--- config.mk ---
export PLATFORM = sky130hd
export DESIGN_NAME = hng_ctrl
export DESIGN_NICKNAME = d
export VERILOG_FILES = /design/src/hng_pkg.sv /design/src/hng_ctrl.sv
export SDC_FILE = /design/constraint.sdc
export NUM_CORES = 1
export LEC_CHECK = 0
export ABC_AREA = 1
export ABC_CLOCK_PERIOD_IN_PS = 1100
export BUFFER_PORTS_ARGS = -buffer_cell sky130_fd_sc_hd__buf_2
export CORE_AREA = 10 10 47 49
export DETAILED_ROUTE_END_ITERATION = 10
export DIE_AREA = 0 0 57 59
export PLACE_DENSITY = 0.39
export SLEW_MARGIN = 20
export SYNTH_ARGS = -nofsm -noshare
export SYNTH_HDL_FRONTEND = slang
export SYNTH_SLANG_ARGS = --single-unit
--- constraint.sdc ---
create_clock -name clk -period 1.1 [get_ports clk]
set_input_delay 0.11 -clock clk [delete_from_list [all_inputs] [get_ports clk]]
set_output_delay 0.11 -clock clk [all_outputs]
set_load 0.05 [all_outputs]
--- src/hng_pkg.sv ---
// Shared types, constants and helper functions of the hysteresis noise gate.
package hng_pkg;

    localparam int SAMPLE_W   = 24;
    localparam int COEF_W     = 25;
    localparam int THR_W      = 23;
    localparam int STORE_W    = 32;
    localparam int DIFF_W     = 33;
    localparam int PROD_W     = COEF_W + 1 + DIFF_W;
    localparam int FRAC_W     = 24;
    localparam int Q_W        = PROD_W - FRAC_W;
    localparam int SUM_W      = 36;
    localparam int CFG_IDX_W  = 3;
    localparam int CFG_DATA_W = 25;

    localparam logic [COEF_W-1:0] ONE_Q24 = 25'h100_0000;

    localparam logic signed [STORE_W-1:0] STORE_MAX = 32'sh7FFF_FFFF;
    localparam logic signed [STORE_W-1:0] STORE_MIN = 32'sh8000_0000;

    // Register indexes of the configuration port
    localparam logic [CFG_IDX_W-1:0] REG_SC_HP_COEFF     = 3'd0;
    localparam logic [CFG_IDX_W-1:0] REG_SC_LP_COEFF     = 3'd1;
    localparam logic [CFG_IDX_W-1:0] REG_ENV_ATTACK      = 3'd2;
    localparam logic [CFG_IDX_W-1:0] REG_ENV_RELEASE     = 3'd3;
    localparam logic [CFG_IDX_W-1:0] REG_GAIN_OPEN_RATE  = 3'd4;
    localparam logic [CFG_IDX_W-1:0] REG_GAIN_CLOSE_RATE = 3'd5;
    localparam logic [CFG_IDX_W-1:0] REG_OPEN_THRESHOLD  = 3'd6;
    localparam logic [CFG_IDX_W-1:0] REG_CLOSE_THRESHOLD = 3'd7;

    localparam logic [COEF_W-1:0] RST_SC_HP_COEFF     = 25'd216780;
    localparam logic [COEF_W-1:0] RST_SC_LP_COEFF     = 25'd4952870;
    localparam logic [COEF_W-1:0] RST_ENV_ATTACK      = 25'd231400;
    localparam logic [COEF_W-1:0] RST_ENV_RELEASE     = 25'd1589;
    localparam logic [COEF_W-1:0] RST_GAIN_OPEN_RATE  = 25'd345880;
    localparam logic [COEF_W-1:0] RST_GAIN_CLOSE_RATE = 25'd1942;
    localparam logic [THR_W-1:0]  RST_OPEN_THRESHOLD  = 23'd8389;
    localparam logic [THR_W-1:0]  RST_CLOSE_THRESHOLD = 23'd3775;

    typedef struct packed {
        logic [COEF_W-1:0] sc_hp_coeff;
        logic [COEF_W-1:0] sc_lp_coeff;
        logic [COEF_W-1:0] env_attack;
        logic [COEF_W-1:0] env_release;
        logic [COEF_W-1:0] gain_open_rate;
        logic [COEF_W-1:0] gain_close_rate;
        logic [THR_W-1:0]  open_threshold;
        logic [THR_W-1:0]  close_threshold;
    } hng_cfg_t;

    typedef enum logic [3:0] {
        S_IDLE,
        S_HP_D, S_HP_M, S_HP_U,
        S_LP_D, S_LP_M, S_LP_U,
        S_EN_D, S_EN_M, S_EN_U,
        S_GN_D, S_GN_M, S_GN_U,
        S_WT_M,
        S_OUT
    } hng_state_t;

    typedef enum logic [3:0] {
        OP_NONE,
        OP_LOAD,
        OP_HP_D, OP_HP_M, OP_HP_U,
        OP_LP_D, OP_LP_M, OP_LP_U,
        OP_EN_D, OP_EN_M, OP_EN_U,
        OP_GN_D, OP_GN_M, OP_GN_U,
        OP_WT_M,
        OP_OUT
    } hng_op_t;

    typedef struct packed {
        hng_op_t op;
    } hng_cmd_t;

    typedef struct packed {
        logic gate_on;
        logic out_free;
    } hng_sts_t;

    function automatic logic signed [STORE_W-1:0] sat_store(
        input logic signed [SUM_W-1:0] v
    );
        logic signed [STORE_W-1:0] r;
        if (v > SUM_W'(STORE_MAX))
            r = STORE_MAX;
        else if (v < SUM_W'(STORE_MIN))
            r = STORE_MIN;
        else
            r = v[STORE_W-1:0];
        return r;
    endfunction

    // Coefficients above 1.0 count as 1.0
    function automatic logic [COEF_W-1:0] coef_limit(input logic [COEF_W-1:0] c);
        return (c > ONE_Q24) ? ONE_Q24 : c;
    endfunction

endpackage

--- src/hng_ctrl.sv ---
// Sequencer of the noise gate: steps the shared multiplier through one sample.
module hng_ctrl (
    input  logic              clk,
    input  logic              rst_n,
    input  logic              in_valid,
    output logic              in_ready,
    input  hng_pkg::hng_sts_t sts,
    output hng_pkg::hng_cmd_t cmd
);
    import hng_pkg::*;

    hng_state_t state_reg;
    hng_state_t state_next;

    always_comb
    begin
        state_next = state_reg;
        unique case (state_reg)
            S_IDLE: if (in_valid) state_next = S_HP_D;
            // bypassed samples skip the whole chain
            S_HP_D: state_next = sts.gate_on ? S_HP_M : S_OUT;
            S_HP_M: state_next = S_HP_U;
            S_HP_U: state_next = S_LP_D;
            S_LP_D: state_next = S_LP_M;
            S_LP_M: state_next = S_LP_U;
            S_LP_U: state_next = S_EN_D;
            S_EN_D: state_next = S_EN_M;
            S_EN_M: state_next = S_EN_U;
            S_EN_U: state_next = S_GN_D;
            S_GN_D: state_next = S_GN_M;
            S_GN_M: state_next = S_GN_U;
            S_GN_U: state_next = S_WT_M;
            S_WT_M: state_next = S_OUT;
            S_OUT:  if (sts.out_free) state_next = S_IDLE;
            default: state_next = S_IDLE;
        endcase
    end

    always_comb
    begin
        in_ready = 1'b0;
        cmd.op   = OP_NONE;
        unique case (state_reg)
            S_IDLE:
            begin
                in_ready = 1'b1;
                if (in_valid) cmd.op = OP_LOAD;
            end
            S_HP_D: cmd.op = OP_HP_D;
            S_HP_M: cmd.op = OP_HP_M;
            S_HP_U: cmd.op = OP_HP_U;
            S_LP_D: cmd.op = OP_LP_D;
            S_LP_M: cmd.op = OP_LP_M;
            S_LP_U: cmd.op = OP_LP_U;
            S_EN_D: cmd.op = OP_EN_D;
            S_EN_M: cmd.op = OP_EN_M;
            S_EN_U: cmd.op = OP_EN_U;
            S_GN_D: cmd.op = OP_GN_D;
            S_GN_M: cmd.op = OP_GN_M;
            S_GN_U: cmd.op = OP_GN_U;
            S_WT_M: cmd.op = OP_WT_M;
            S_OUT:  if (sts.out_free) cmd.op = OP_OUT;
            default: cmd.op = OP_NONE;
        endcase
    end

    always_ff @(posedge clk or negedge rst_n)
    begin
        if (!rst_n)
            state_reg <= S_IDLE;
        else
            state_reg <= state_next;
    end

endmodule

* After elaboration in Yosys (flattened, before gate mapping)
Cells that the tools add are included.
** Cells by class
- Equal/unequal tests :: 16
- Mux-type cells :: 8
- Reductions and logical operators :: 2
** Operators with widths (count)
- 4-bit one-hot mux with 15 select lines :: 2
- 4-bit == test (second input constant) :: 7
- 4-bit by 3-bit == test with 1-bit output (second input constant) :: 4
- 4-bit two-way mux :: 4
- 4-bit by 2-bit == test with 1-bit output (second input constant) :: 2
- 4-bit by 1-bit == test with 1-bit output (second input constant) :: 1
- 4-bit logical NOT :: 1
- 2-bit != test (second input constant) :: 2
- 1-bit two-way mux :: 2
- 2-bit AND reduction :: 1
** Storage, ports and cells
- Register bits :: 4
- Bits of input ports :: 5

* Logic depth before layout (Yosys ltp)
- Depth after elaboration :: 3
- Gate-level depth with buffers :: 5
- Mapped depth without buffers :: 5

* Worst setup path after synthesis
No wires, ideal clock.
- Path kind :: register to output
- Start :: reg state_reg[2]
- End :: out cmd[0] in the netlist's numbering
- Arrival time :: 1.585 ns
- Data required time :: 0.990 ns
- Slack :: -0.595 ns
- Cell stages (with the launch flop) :: 6
- Path buffers :: 0
- Cells stage by stage :: dfrtp_1 -> nor2_2 -> nand2_1 -> nor2_2 -> nand2_1 -> nand3_1
** RTL lines
- start: declaration :: RTL line hng_ctrl.sv:12 : hng_state_t state_reg;
- start signal: assignment :: RTL line hng_ctrl.sv:72 : state_reg <= state_next;
- end: declaration :: RTL line hng_ctrl.sv:8 : output hng_pkg::hng_cmd_t cmd

==> flow_summary.ini <==
[synthesis]
yosysWarnings = 0
synthCells = 45
netlist-cell-type-count = 9
syn_area_um2 = 277.8
synth.area.top_cells = dfrtp_1 (36%), nand2_1 (18%), nand3_1 (14%), inv_1 (9.5%), a21oi_1 (7.2%)
synth-edff-count = 0
synthTopCellsByCount = nand2_1 (13), nand3_1 (8), inv_1 (7), nor2_1 (5)
synth_nets = 50
synth_ff_type = dfrtp_1
synth.most_common_cell = nand2_1
yosysSeqAreaShare_pct = 36.04
avgSynthCellArea_um2 = 6.173
ys_async_sr_fraction_pct = 100.0
synth_area_leader_cell = dfrtp_1
synth-seq-cells = 4
synth_top_area_share_pct = 36.04

[cts]
cts_tree = done
cts_root_buffer = clkbuf_4
cts_max_path_buffers = 2
path_clk_slew_ns = 0.03
cts_max_level = 1
cts_buffers = 3
post_cts_buffers = 0
clock-sinks = 4
clkLatencyLatePin_ns = 0.23

[layout]
area_growth_pct = 115.3
largest_reg_flops = 4
fillerInstances = 156
diodes = 0
fin_nets = 74
drive_above_1_share_pct = 73.13

[sta]
finalHoldViolations = 0
tightest_slew_ns = 0.1988
finalClockSkew_ns = 0.00007554
fin_crit_ns = 1.394
min_period_over_period_pct = 126.7
slew_violations = 0
setup_viol = 5
rsz0062_at_grt = true
fin_ws_ns = -0.2936
fmax_ghz = 0.7176
relSlewSlack_pct = 86.70

[detailed_routing]
viasPerCell = 4.458
dr.first_iter.drc_count = 8
remaining_drc_errors = 0
vias = 370
drt_pass1_iterations = 4
drtAntennaViolNets = 0
routed_wirelength_um = 862
wl_per_cell_um = 10.39

[global_routing]
antenna_found_initial = 0
grt_start_max_net_pins = 7
grt_pass1_wl_mm = 1.490
grt_remaining_overflow = 0
grtUsageTotal_pct = 5.647
grt_pass1_vias = 362

[setup_path]
r2r_start = state_reg[2]
crit_fanout = 5
cp.arrival_ns = 1.28
cp.required_ns = 0.99
rr_endpoint = state_reg[0]
crit_path_start_kind = flip-flop
crit_path_end_kind = output pin
rr_worst_depth = 6
rrSetupSlack_ns = 0.02
crit_type = reg2out

[run_status]
violations = negative setup slack
status = finished, violations left

[placed_design]
port_buffers = 9
hpwl_um = 690.4
place_ws_ns = -0.2189
place.gp.congestion = 0.6876

[floorplanning]
die_y_um = 59
die_x_um = 57
die_area_um2 = 3363
rows = 14
io_pins = 10
start_util_pct = 19.82
core-area_um2 = 1401

[flow_run]
cap_violations = 0

[min_path]
hold_start = in_valid
hold_end = state_reg[0]
hold_path.class = in2reg
holdPathStages = 3
-- placed cells by master, fill, tap and decap left out --
cell type,count
nand3_4,4
clkbuf_4,3
nand3_1,3
nand3_2,1
dlygate4sd3_1,1
buf_6,4
buf_2,4
a21oi_2,3
nor2_4,3
buf_8,1
inv_4,1
inv_1,3
nand4_1,1
nor2_2,1
nand2_2,6
nor2_1,3
a21oi_1,1
nand2_4,1
buf_4,9
o21ai_2,1
inv_2,3
nand2_1,6
dfrtp_2,4
-- routing by layer --
metal / share of wire [%] / global-route usage, % / up-vias / wire length (um)
met5: 0 / 0 / - / 0
met2: 49 / 7.752 / 10 / 422
met4: 1.9 / 5.034 / 0 / 16
met3: 6.3 / 2.575 / 2 / 54
li1: - / - / 190 / -
met1: 43 / 6.386 / 168 / 369
-- logic make-up (layout without fill, tap and decap cells) --
kind of cell	count (synthesis)	count (layout)	synth area share (%)
AND/OR/NAND/NOR	29	29	45.50
flip-flops	4	4	36.04
buffers and inverters	7	29	9.461
AO/OA/AOI/OAI	5	5	9.008
-- timing repair --
| item | in CTS | in global routing |
|---|---|---|
| hold buffers | 1 | 0 |
| pin swaps | 1 | 1 |
| endpoints found under the hold margin | 4 | 0 |
| endpoints found under the setup margin | 8 | 9 |
| gates resized for setup | 23 | 7 |
-- worst max-delay path: stages, from the launching register on --
cell and delay, ns:
dfrtp_2 0.45, nor2_1 0.21, a21oi_2 0.05, buf_4 0.15, nand2_4 0.06, buf_6 0.15
-- worst max-delay path by stage --
stage                     endpoint  cells after the start    startpoint  slack (ns)
after floorplan             cmd[0]                      5  state_reg[2]       -0.22
after CTS                   cmd[3]                      6  state_reg[3]       -0.30
after global placement      cmd[1]                      6  state_reg[1]       -0.22
after detailed placement    cmd[2]                      5  state_reg[1]       -0.22
final                       cmd[1]                      5  state_reg[1]       -0.29
after global routing        cmd[1]                      5  state_reg[1]       -0.39
-- through the flow --
stage | area [um^2] | utilization (%) | hold slack (ns) | setup TNS, ns | cells
3_5_place_dp | 486.7 | 34.73 | -0.08451 | -1.014 | 79
6_report | 598.1 | 42.68 | 0.1403 | -1.341 | 83
2_1_floorplan | 354.1 | - | -0.1856 | -0.3276 | 45
5_1_grt | 598.1 | 42.68 | 0.1562 | -1.949 | 83
3_3_place_gp | 486.7 | 34.73 | -0.08312 | -1.071 | 79
4_1_cts | 584.3 | 41.70 | 0.1364 | -1.408 | 83
-- final cells by class --
class / instances / area (um^2) / area share [%]
repair buffers: 19 / 157.7 / 26.36
flip-flops and latches: 4 / 105.1 / 17.57
clock buffers: 3 / 22.52 / 3.766
well taps: 16 / 20.02 / 3.347
multi-input cells: 34 / 264.0 / 44.14
inverters: 7 / 28.78 / 4.812
Power is left out: the tool's default activity adds up to more than one toggle a clock period on the data nets, which glitch-free logic cannot reach.
