$ cat config.mk
export PLATFORM = sky130hd
export DESIGN_NAME = hng_cfg
export DESIGN_NICKNAME = d
export VERILOG_FILES = /design/src/hng_pkg.sv /design/src/hng_cfg.sv
export SDC_FILE = /design/constraint.sdc
export NUM_CORES = 1
export LEC_CHECK = 0
export BUFFER_PORTS_ARGS = -buffer_cell sky130_fd_sc_hd__buf_2
export CORE_ASPECT_RATIO = 0.75
export CORE_MARGIN = 3
export CORE_UTILIZATION = 35
export CTS_CLUSTER_DIAMETER = 150
export DETAILED_ROUTE_END_ITERATION = 16
export PLACE_DENSITY = 0.72
export SLEW_MARGIN = 15
export SYNTH_ARGS = -nofsm -noshare
export SYNTH_HDL_FRONTEND = slang
export SYNTH_SLANG_ARGS = --single-unit
$ cat constraint.sdc
create_clock -name clk -period 0.8 [get_ports clk]
set_input_delay 0.08 -clock clk [delete_from_list [all_inputs] [get_ports clk]]
set_output_delay 0.08 -clock clk [all_outputs]
set_load 0.01 [all_outputs]
$ cat src/hng_pkg.sv
// Shared types, constants and helper functions of the hysteresis noise gate.
package hng_pkg;

    localparam int SAMPLE_W   = 24;
    localparam int COEF_W     = 25;
    localparam int THR_W      = 23;
    localparam int STORE_W    = 32;
    localparam int DIFF_W     = 33;
    localparam int PROD_W     = COEF_W + 1 + DIFF_W;
    localparam int FRAC_W     = 24;
    localparam int Q_W        = PROD_W - FRAC_W;
    localparam int SUM_W      = 36;
    localparam int CFG_IDX_W  = 3;
    localparam int CFG_DATA_W = 25;

    localparam logic [COEF_W-1:0] ONE_Q24 = 25'h100_0000;

    localparam logic signed [STORE_W-1:0] STORE_MAX = 32'sh7FFF_FFFF;
    localparam logic signed [STORE_W-1:0] STORE_MIN = 32'sh8000_0000;

    // Register indexes of the configuration port
    localparam logic [CFG_IDX_W-1:0] REG_SC_HP_COEFF     = 3'd0;
    localparam logic [CFG_IDX_W-1:0] REG_SC_LP_COEFF     = 3'd1;
    localparam logic [CFG_IDX_W-1:0] REG_ENV_ATTACK      = 3'd2;
    localparam logic [CFG_IDX_W-1:0] REG_ENV_RELEASE     = 3'd3;
    localparam logic [CFG_IDX_W-1:0] REG_GAIN_OPEN_RATE  = 3'd4;
    localparam logic [CFG_IDX_W-1:0] REG_GAIN_CLOSE_RATE = 3'd5;
    localparam logic [CFG_IDX_W-1:0] REG_OPEN_THRESHOLD  = 3'd6;
    localparam logic [CFG_IDX_W-1:0] REG_CLOSE_THRESHOLD = 3'd7;

    localparam logic [COEF_W-1:0] RST_SC_HP_COEFF     = 25'd216780;
    localparam logic [COEF_W-1:0] RST_SC_LP_COEFF     = 25'd4952870;
    localparam logic [COEF_W-1:0] RST_ENV_ATTACK      = 25'd231400;
    localparam logic [COEF_W-1:0] RST_ENV_RELEASE     = 25'd1589;
    localparam logic [COEF_W-1:0] RST_GAIN_OPEN_RATE  = 25'd345880;
    localparam logic [COEF_W-1:0] RST_GAIN_CLOSE_RATE = 25'd1942;
    localparam logic [THR_W-1:0]  RST_OPEN_THRESHOLD  = 23'd8389;
    localparam logic [THR_W-1:0]  RST_CLOSE_THRESHOLD = 23'd3775;

    typedef struct packed {
        logic [COEF_W-1:0] sc_hp_coeff;
        logic [COEF_W-1:0] sc_lp_coeff;
        logic [COEF_W-1:0] env_attack;
        logic [COEF_W-1:0] env_release;
        logic [COEF_W-1:0] gain_open_rate;
        logic [COEF_W-1:0] gain_close_rate;
        logic [THR_W-1:0]  open_threshold;
        logic [THR_W-1:0]  close_threshold;
    } hng_cfg_t;

    typedef enum logic [3:0] {
        S_IDLE,
        S_HP_D, S_HP_M, S_HP_U,
        S_LP_D, S_LP_M, S_LP_U,
        S_EN_D, S_EN_M, S_EN_U,
        S_GN_D, S_GN_M, S_GN_U,
        S_WT_M,
        S_OUT
    } hng_state_t;

    typedef enum logic [3:0] {
        OP_NONE,
        OP_LOAD,
        OP_HP_D, OP_HP_M, OP_HP_U,
        OP_LP_D, OP_LP_M, OP_LP_U,
        OP_EN_D, OP_EN_M, OP_EN_U,
        OP_GN_D, OP_GN_M, OP_GN_U,
        OP_WT_M,
        OP_OUT
    } hng_op_t;

    typedef struct packed {
        hng_op_t op;
    } hng_cmd_t;

    typedef struct packed {
        logic gate_on;
        logic out_free;
    } hng_sts_t;

    function automatic logic signed [STORE_W-1:0] sat_store(
        input logic signed [SUM_W-1:0] v
    );
        logic signed [STORE_W-1:0] r;
        if (v > SUM_W'(STORE_MAX))
            r = STORE_MAX;
        else if (v < SUM_W'(STORE_MIN))
            r = STORE_MIN;
        else
            r = v[STORE_W-1:0];
        return r;
    endfunction

    // Coefficients above 1.0 count as 1.0
    function automatic logic [COEF_W-1:0] coef_limit(input logic [COEF_W-1:0] c);
        return (c > ONE_Q24) ? ONE_Q24 : c;
    endfunction

endpackage

$ cat src/hng_cfg.sv
// Configuration register file with reset values.
module hng_cfg (
    input  logic                               clk,
    input  logic                               rst_n,
    input  logic                               cfg_we,
    input  logic [hng_pkg::CFG_IDX_W-1:0]      cfg_index,
    input  logic [hng_pkg::CFG_DATA_W-1:0]     cfg_data,
    output hng_pkg::hng_cfg_t                  cfg
);
    import hng_pkg::*;

    hng_cfg_t cfg_reg;
    hng_cfg_t cfg_next;

    always_comb
    begin
        cfg_next = cfg_reg;
        if (cfg_we)
        begin
            unique case (cfg_index)
                REG_SC_HP_COEFF:     cfg_next.sc_hp_coeff     = cfg_data[COEF_W-1:0];
                REG_SC_LP_COEFF:     cfg_next.sc_lp_coeff     = cfg_data[COEF_W-1:0];
                REG_ENV_ATTACK:      cfg_next.env_attack      = cfg_data[COEF_W-1:0];
                REG_ENV_RELEASE:     cfg_next.env_release     = cfg_data[COEF_W-1:0];
                REG_GAIN_OPEN_RATE:  cfg_next.gain_open_rate  = cfg_data[COEF_W-1:0];
                REG_GAIN_CLOSE_RATE: cfg_next.gain_close_rate = cfg_data[COEF_W-1:0];
                REG_OPEN_THRESHOLD:  cfg_next.open_threshold  = cfg_data[THR_W-1:0];
                REG_CLOSE_THRESHOLD: cfg_next.close_threshold = cfg_data[THR_W-1:0];
                default:             cfg_next = cfg_reg;
            endcase
        end
    end

    always_ff @(posedge clk or negedge rst_n)
    begin
        if (!rst_n)
        begin
            cfg_reg.sc_hp_coeff     <= RST_SC_HP_COEFF;
            cfg_reg.sc_lp_coeff     <= RST_SC_LP_COEFF;
            cfg_reg.env_attack      <= RST_ENV_ATTACK;
            cfg_reg.env_release     <= RST_ENV_RELEASE;
            cfg_reg.gain_open_rate  <= RST_GAIN_OPEN_RATE;
            cfg_reg.gain_close_rate <= RST_GAIN_CLOSE_RATE;
            cfg_reg.open_threshold  <= RST_OPEN_THRESHOLD;
            cfg_reg.close_threshold <= RST_CLOSE_THRESHOLD;
        end
        else
        begin
            cfg_reg <= cfg_next;
        end
    end

    assign cfg = cfg_reg;

endmodule

Word level (Yosys, flattened, before mapping)
Cells that the tools add are included.

Register bits: 196. Input bits: 31. Output and inout port bits: 196.

Equal/unequal tests: 7. Reductions and logical operators: 9.

Operators with widths (count): 2-bit AND reduction (8); 3-bit equality test, second input constant (4); 3-bit by 2-bit equality test with 1-bit output, second input constant (2); 3-bit by 1-bit equality test with 1-bit output, second input constant (1); 3-bit logical NOT (1).

Longest topological paths before layout
Word-level depth: 2. Mapped depth: 5. Gate-level depth less buffers: 2.

Worst setup path before layout
Ideal clock, no wire load.

Kind: input -> register. Start: in cfg_index[1] (netlist name). End: reg cfg_reg, in the netlist cfg[184]. Library setup time: 125 ps. Arrival: 1198 ps. Slack: -523 ps. Stages: 4. Buffers on the path: 2. Cell sequence: buf_4 > nor4b_4 > buf_6 > mux2_2.

Cells in the longest elaborated chain, start to end: 2.

RTL lines: start, declared (line hng_cfg.sv:6) `input logic [hng_pkg::CFG_IDX_W-1:0] cfg_index,`; 3-bit logical NOT (line hng_cfg.sv:20) `unique case (cfg_index)`; 2-bit AND reduction (no line); end signal, assigned (line hng_cfg.sv:49) `cfg_reg <= cfg_next;`; end, declared (line hng_cfg.sv:12) `hng_cfg_t cfg_reg;`.

No other way between the ends. A chain may end at the register's enable or synchronous reset.

Final worst setup path
Start: reg cfg_reg, in the netlist cfg[129]. End: out cfg[129] (netlist name).

RTL lines: end, declared (line hng_cfg.sv:8) `output hng_pkg::hng_cfg_t cfg`.

No word-level cell between the ends.

==> flow_metrics.env <==
export IMPL_r2r_start="cfg[82]"
export IMPL_worst_ir_drop_vdd_mv=1.21
export IMPL_detailedRoute_firstIterationViolations=235
export IMPL_number_of_nets_with_antenna_violations_after_detailed_routing=0
export IMPL_finalCritPeriodShare_pct=149
export IMPL_synthesis_yosys_warnings=0
export IMPL_clk_pin_slew_ns=0.09
export IMPL_critPathLaunchType="register"
export IMPL_gp_routability_congestion=0.725
export IMPL_first_global_vias=5357
export IMPL_ctsLongestPathBuffers=2
export IMPL_endpoint_kind="output port"
export IMPL_timing_critical_path_cells="buf_6"
export IMPL_mappedNetlistArea_um2=7480
export IMPL_clock_root_buffer="sky130_fd_sc_hd__clkbuf_16"
export IMPL_number_of_drc_violations_after_detailed_routing=0
export IMPL_layout_setup_ws_ns=-0.390
export IMPL_htreeDepth=4
export IMPL_placeableCoreArea_um2=20600
export IMPL_grt_antenna_before_repair=0
export IMPL_setup_violations=273
export IMPL_status="finished, violations left"
export IMPL_grt_total_usage_pct=18.0
export IMPL_failed_checks="negative setup slack"
export IMPL_pre_cts_ws_ns=-0.585
export IMPL_num_nets_final=811
export IMPL_start_util_pct=36.3
export IMPL_route_detailed_wl_per_inst_um=20.0
export IMPL_power_combinational_fraction_pct=31.5
export IMPL_io_buffers=226
export IMPL_synth_seq_cells=196
export IMPL_p_leak_nw=5.79
export IMPL_num_rows=45
export IMPL_largest_register_ffs=196
export IMPL_chipHeight_um=133
export IMPL_critPathTopFamily="flip-flops"
export IMPL_fp_dieArea_um2=23200
export IMPL_critical_path_required_ns=0.72
export IMPL_grt_ovfl_total=0
export IMPL_syn2layout_area_growth_pct=62.2
export IMPL_timing_slew_headroom_pct=81.9
export IMPL_crit_path_max_fanout=2
export IMPL_cpMaxStageDelayCell="sky130_fd_sc_hd__dfstp_2"
export IMPL_hold_path_startpoint="cfg_data[21]"
export IMPL_post_route_min_period_ns=1.19
export IMPL_power_switching_fraction_pct=29.2
export IMPL_synth_seq_area_share_pct=66.7
export IMPL_cts_sinks=196
export IMPL_power_density_nw_per_um2=2790
export IMPL_seq_power_share_pct=42.3
export IMPL_dpl_hpwl_um=13400
export IMPL_critical_path_n_buffers_inverters=1
export IMPL_synth_lib_cells_used_distinct=13
export IMPL_drive_above_1_share_pct=80.7
export IMPL_numCtsBuffers=17
export IMPL_finalHoldViolations=0
export IMPL_grt_pass1_wl_um=32300
export IMPL_timing_max_cap_violations=0
export IMPL_kind_of_path_behind_the_tightest_hold_check="in -> reg"
export IMPL_cts_tree="yes"
export IMPL_rsz0062_at_grt="true"
export IMPL_min_delay_worst_endpoint="cfg[142]"
export IMPL_syn_mean_instance_area_um2=17.7
export IMPL_n_antenna_cell=0
export IMPL_synth_cells=423
export IMPL_routed_wirelength_um=21500
export IMPL_power_frac_clock_pct=26.2
export IMPL_rrSetupSlack_ns=-0.13
export IMPL_finalHoldWorstSlack_ns=0.0234
export IMPL_clock_skew_final_ns=0
export IMPL_worst_r2r_cell_count=2
export IMPL_top_level_ports=227
export IMPL_dieWidth_um=175
export IMPL_power_internal_mw=24.0
export IMPL_worst_ep_arrival_time_ns=1.11
export IMPL_rr_endpoint="cfg[82]"
export IMPL_drt_first_pass_iters=4
export IMPL_pin_count_of_the_biggest_net_entering_global_routing=38
export IMPL_tightestPinTransition_ns=0.272
export IMPL_fmax_ghz=0.841
export IMPL_hold_path_cell_count=2
export IMPL_slew_viol_final=0
export IMPL_vias=4994
export IMPL_power_net_switching_mw=9.87
export IMPL_avgViaCountPerCell=4.65
export IMPL_clk_insertion_delay_late_ns=0.42
export IMPL_critical_path_max_stage_delay_ns=0.57
export IMPL_criticalPathCategory="reg -> out"
export IMPL_synth_net_count=454
==> how the worst max path moves through the flow <==
| stage | from | endpoint | slack, ns | depth (start not counted) |
|---|---|---|---|---|
| after floorplan | cfg_index[1] | cfg[184] | -0.49 | 4 |
| after global placement | cfg_index[1] | cfg[172] | -0.56 | 4 |
| after detailed placement | cfg_index[1] | cfg[195] | -0.58 | 4 |
| after CTS | cfg[185] | cfg[185] | -0.39 | 1 |
| after global routing | cfg[161] | cfg[161] | -0.44 | 1 |
| final | cfg[129] | cfg[129] | -0.39 | 1 |
==> layer usage <==
layer,track usage [%],vias to the layer above,routed length [um]
met3,5.59,12,1290
met4,5.14,0,198
met2,27.8,155,10200
met1,24.8,2610,9750
met5,0,-,0
li1,-,2217,-
==> cell type report <==
type / count / area (um^2)
multi-input combinational: 204 / 2760
clock inverter: 15 / 194
sequential: 196 / 4990
fill: 1528 / 8480
tap: 282 / 353
timing repair buffer: 361 / 3400
clock buffer: 17 / 425
==> cell usage in the layout, fill, tap and decap left out <==
| cell type | n |
|---|---|
| sky130_fd_sc_hd__and4bb_2 | 2 |
| sky130_fd_sc_hd__and4bb_4 | 1 |
| sky130_fd_sc_hd__buf_12 | 15 |
| sky130_fd_sc_hd__buf_16 | 2 |
| sky130_fd_sc_hd__buf_2 | 107 |
| sky130_fd_sc_hd__buf_4 | 38 |
| sky130_fd_sc_hd__buf_6 | 176 |
| sky130_fd_sc_hd__buf_8 | 3 |
| sky130_fd_sc_hd__clkbuf_16 | 17 |
| sky130_fd_sc_hd__clkbuf_4 | 1 |
| sky130_fd_sc_hd__clkbuf_8 | 1 |
| sky130_fd_sc_hd__clkinv_8 | 4 |
| sky130_fd_sc_hd__dfrtp_1 | 129 |
| sky130_fd_sc_hd__dfstp_2 | 67 |
| sky130_fd_sc_hd__dlygate4sd3_1 | 18 |
| sky130_fd_sc_hd__inv_12 | 3 |
| sky130_fd_sc_hd__inv_6 | 4 |
| sky130_fd_sc_hd__inv_8 | 4 |
| sky130_fd_sc_hd__mux2_1 | 4 |
| sky130_fd_sc_hd__mux2_2 | 76 |
| sky130_fd_sc_hd__mux2_4 | 116 |
| sky130_fd_sc_hd__nand4_1 | 1 |
| sky130_fd_sc_hd__nand4b_1 | 1 |
| sky130_fd_sc_hd__nand4b_2 | 1 |
| sky130_fd_sc_hd__nand4b_4 | 1 |
| sky130_fd_sc_hd__nor4b_4 | 1 |
==> cells in the mapped netlist <==
master,number,share of area [%]
sky130_fd_sc_hd__and4bb_2,3,0.50
sky130_fd_sc_hd__buf_2,13,0.87
sky130_fd_sc_hd__buf_4,3,0.30
sky130_fd_sc_hd__buf_6,7,1.1
sky130_fd_sc_hd__dfrtp_1,129,43
sky130_fd_sc_hd__dfstp_2,67,24
sky130_fd_sc_hd__mux2_1,11,1.7
sky130_fd_sc_hd__mux2_2,185,28
sky130_fd_sc_hd__nand4_1,1,0.084
sky130_fd_sc_hd__nand4b_1,1,0.12
sky130_fd_sc_hd__nand4b_2,1,0.20
sky130_fd_sc_hd__nand4b_4,1,0.32
sky130_fd_sc_hd__nor4b_4,1,0.32
==> cell families after synthesis <==
kind of cell,count (synthesis),synth area share [%]
and+or+nand+nor,8,1.54
muxes,196,29.5
buffers and inverters,23,2.23
DFF,196,66.7
==> stage by stage <==
stage	TNS [ns]	utilization [%]	instance area, um^2	total power, mW	instances
floorplan	-56.77	-	7950	17.7	423
global placement	-78.79	46.6	9610	21.0	945
detailed placement	-81.83	46.6	9610	21.1	945
CTS	-63.52	56.4	11600	32.8	1054
global route	-72.43	58.8	12100	35.3	1075
finish	-61.70	58.8	12100	33.8	1075
==> power groups by stage <==
stage	clock (mW)	combinational [mW]	sequential [mW]
final	8.87	10.7	14.3
after global routing	9.52	11.3	14.5
after CTS	9.09	9.67	14.1
after detailed placement	0	7.19	14.0
after global placement	0	7.04	13.9
after floorplan	0	2.73	15.0
==> what timing repair did <==
action | CTS | global route
pin swaps | 2 | 2
buffers inserted | 58 | 40
endpoints found under the hold margin | 241 | 0
gates cloned | 2 | 0
hold buffers | 18 | 0
endpoints found under the setup margin | 233 | 269
resized for setup | 139 | 85
(Power assumes the default switching activity.)
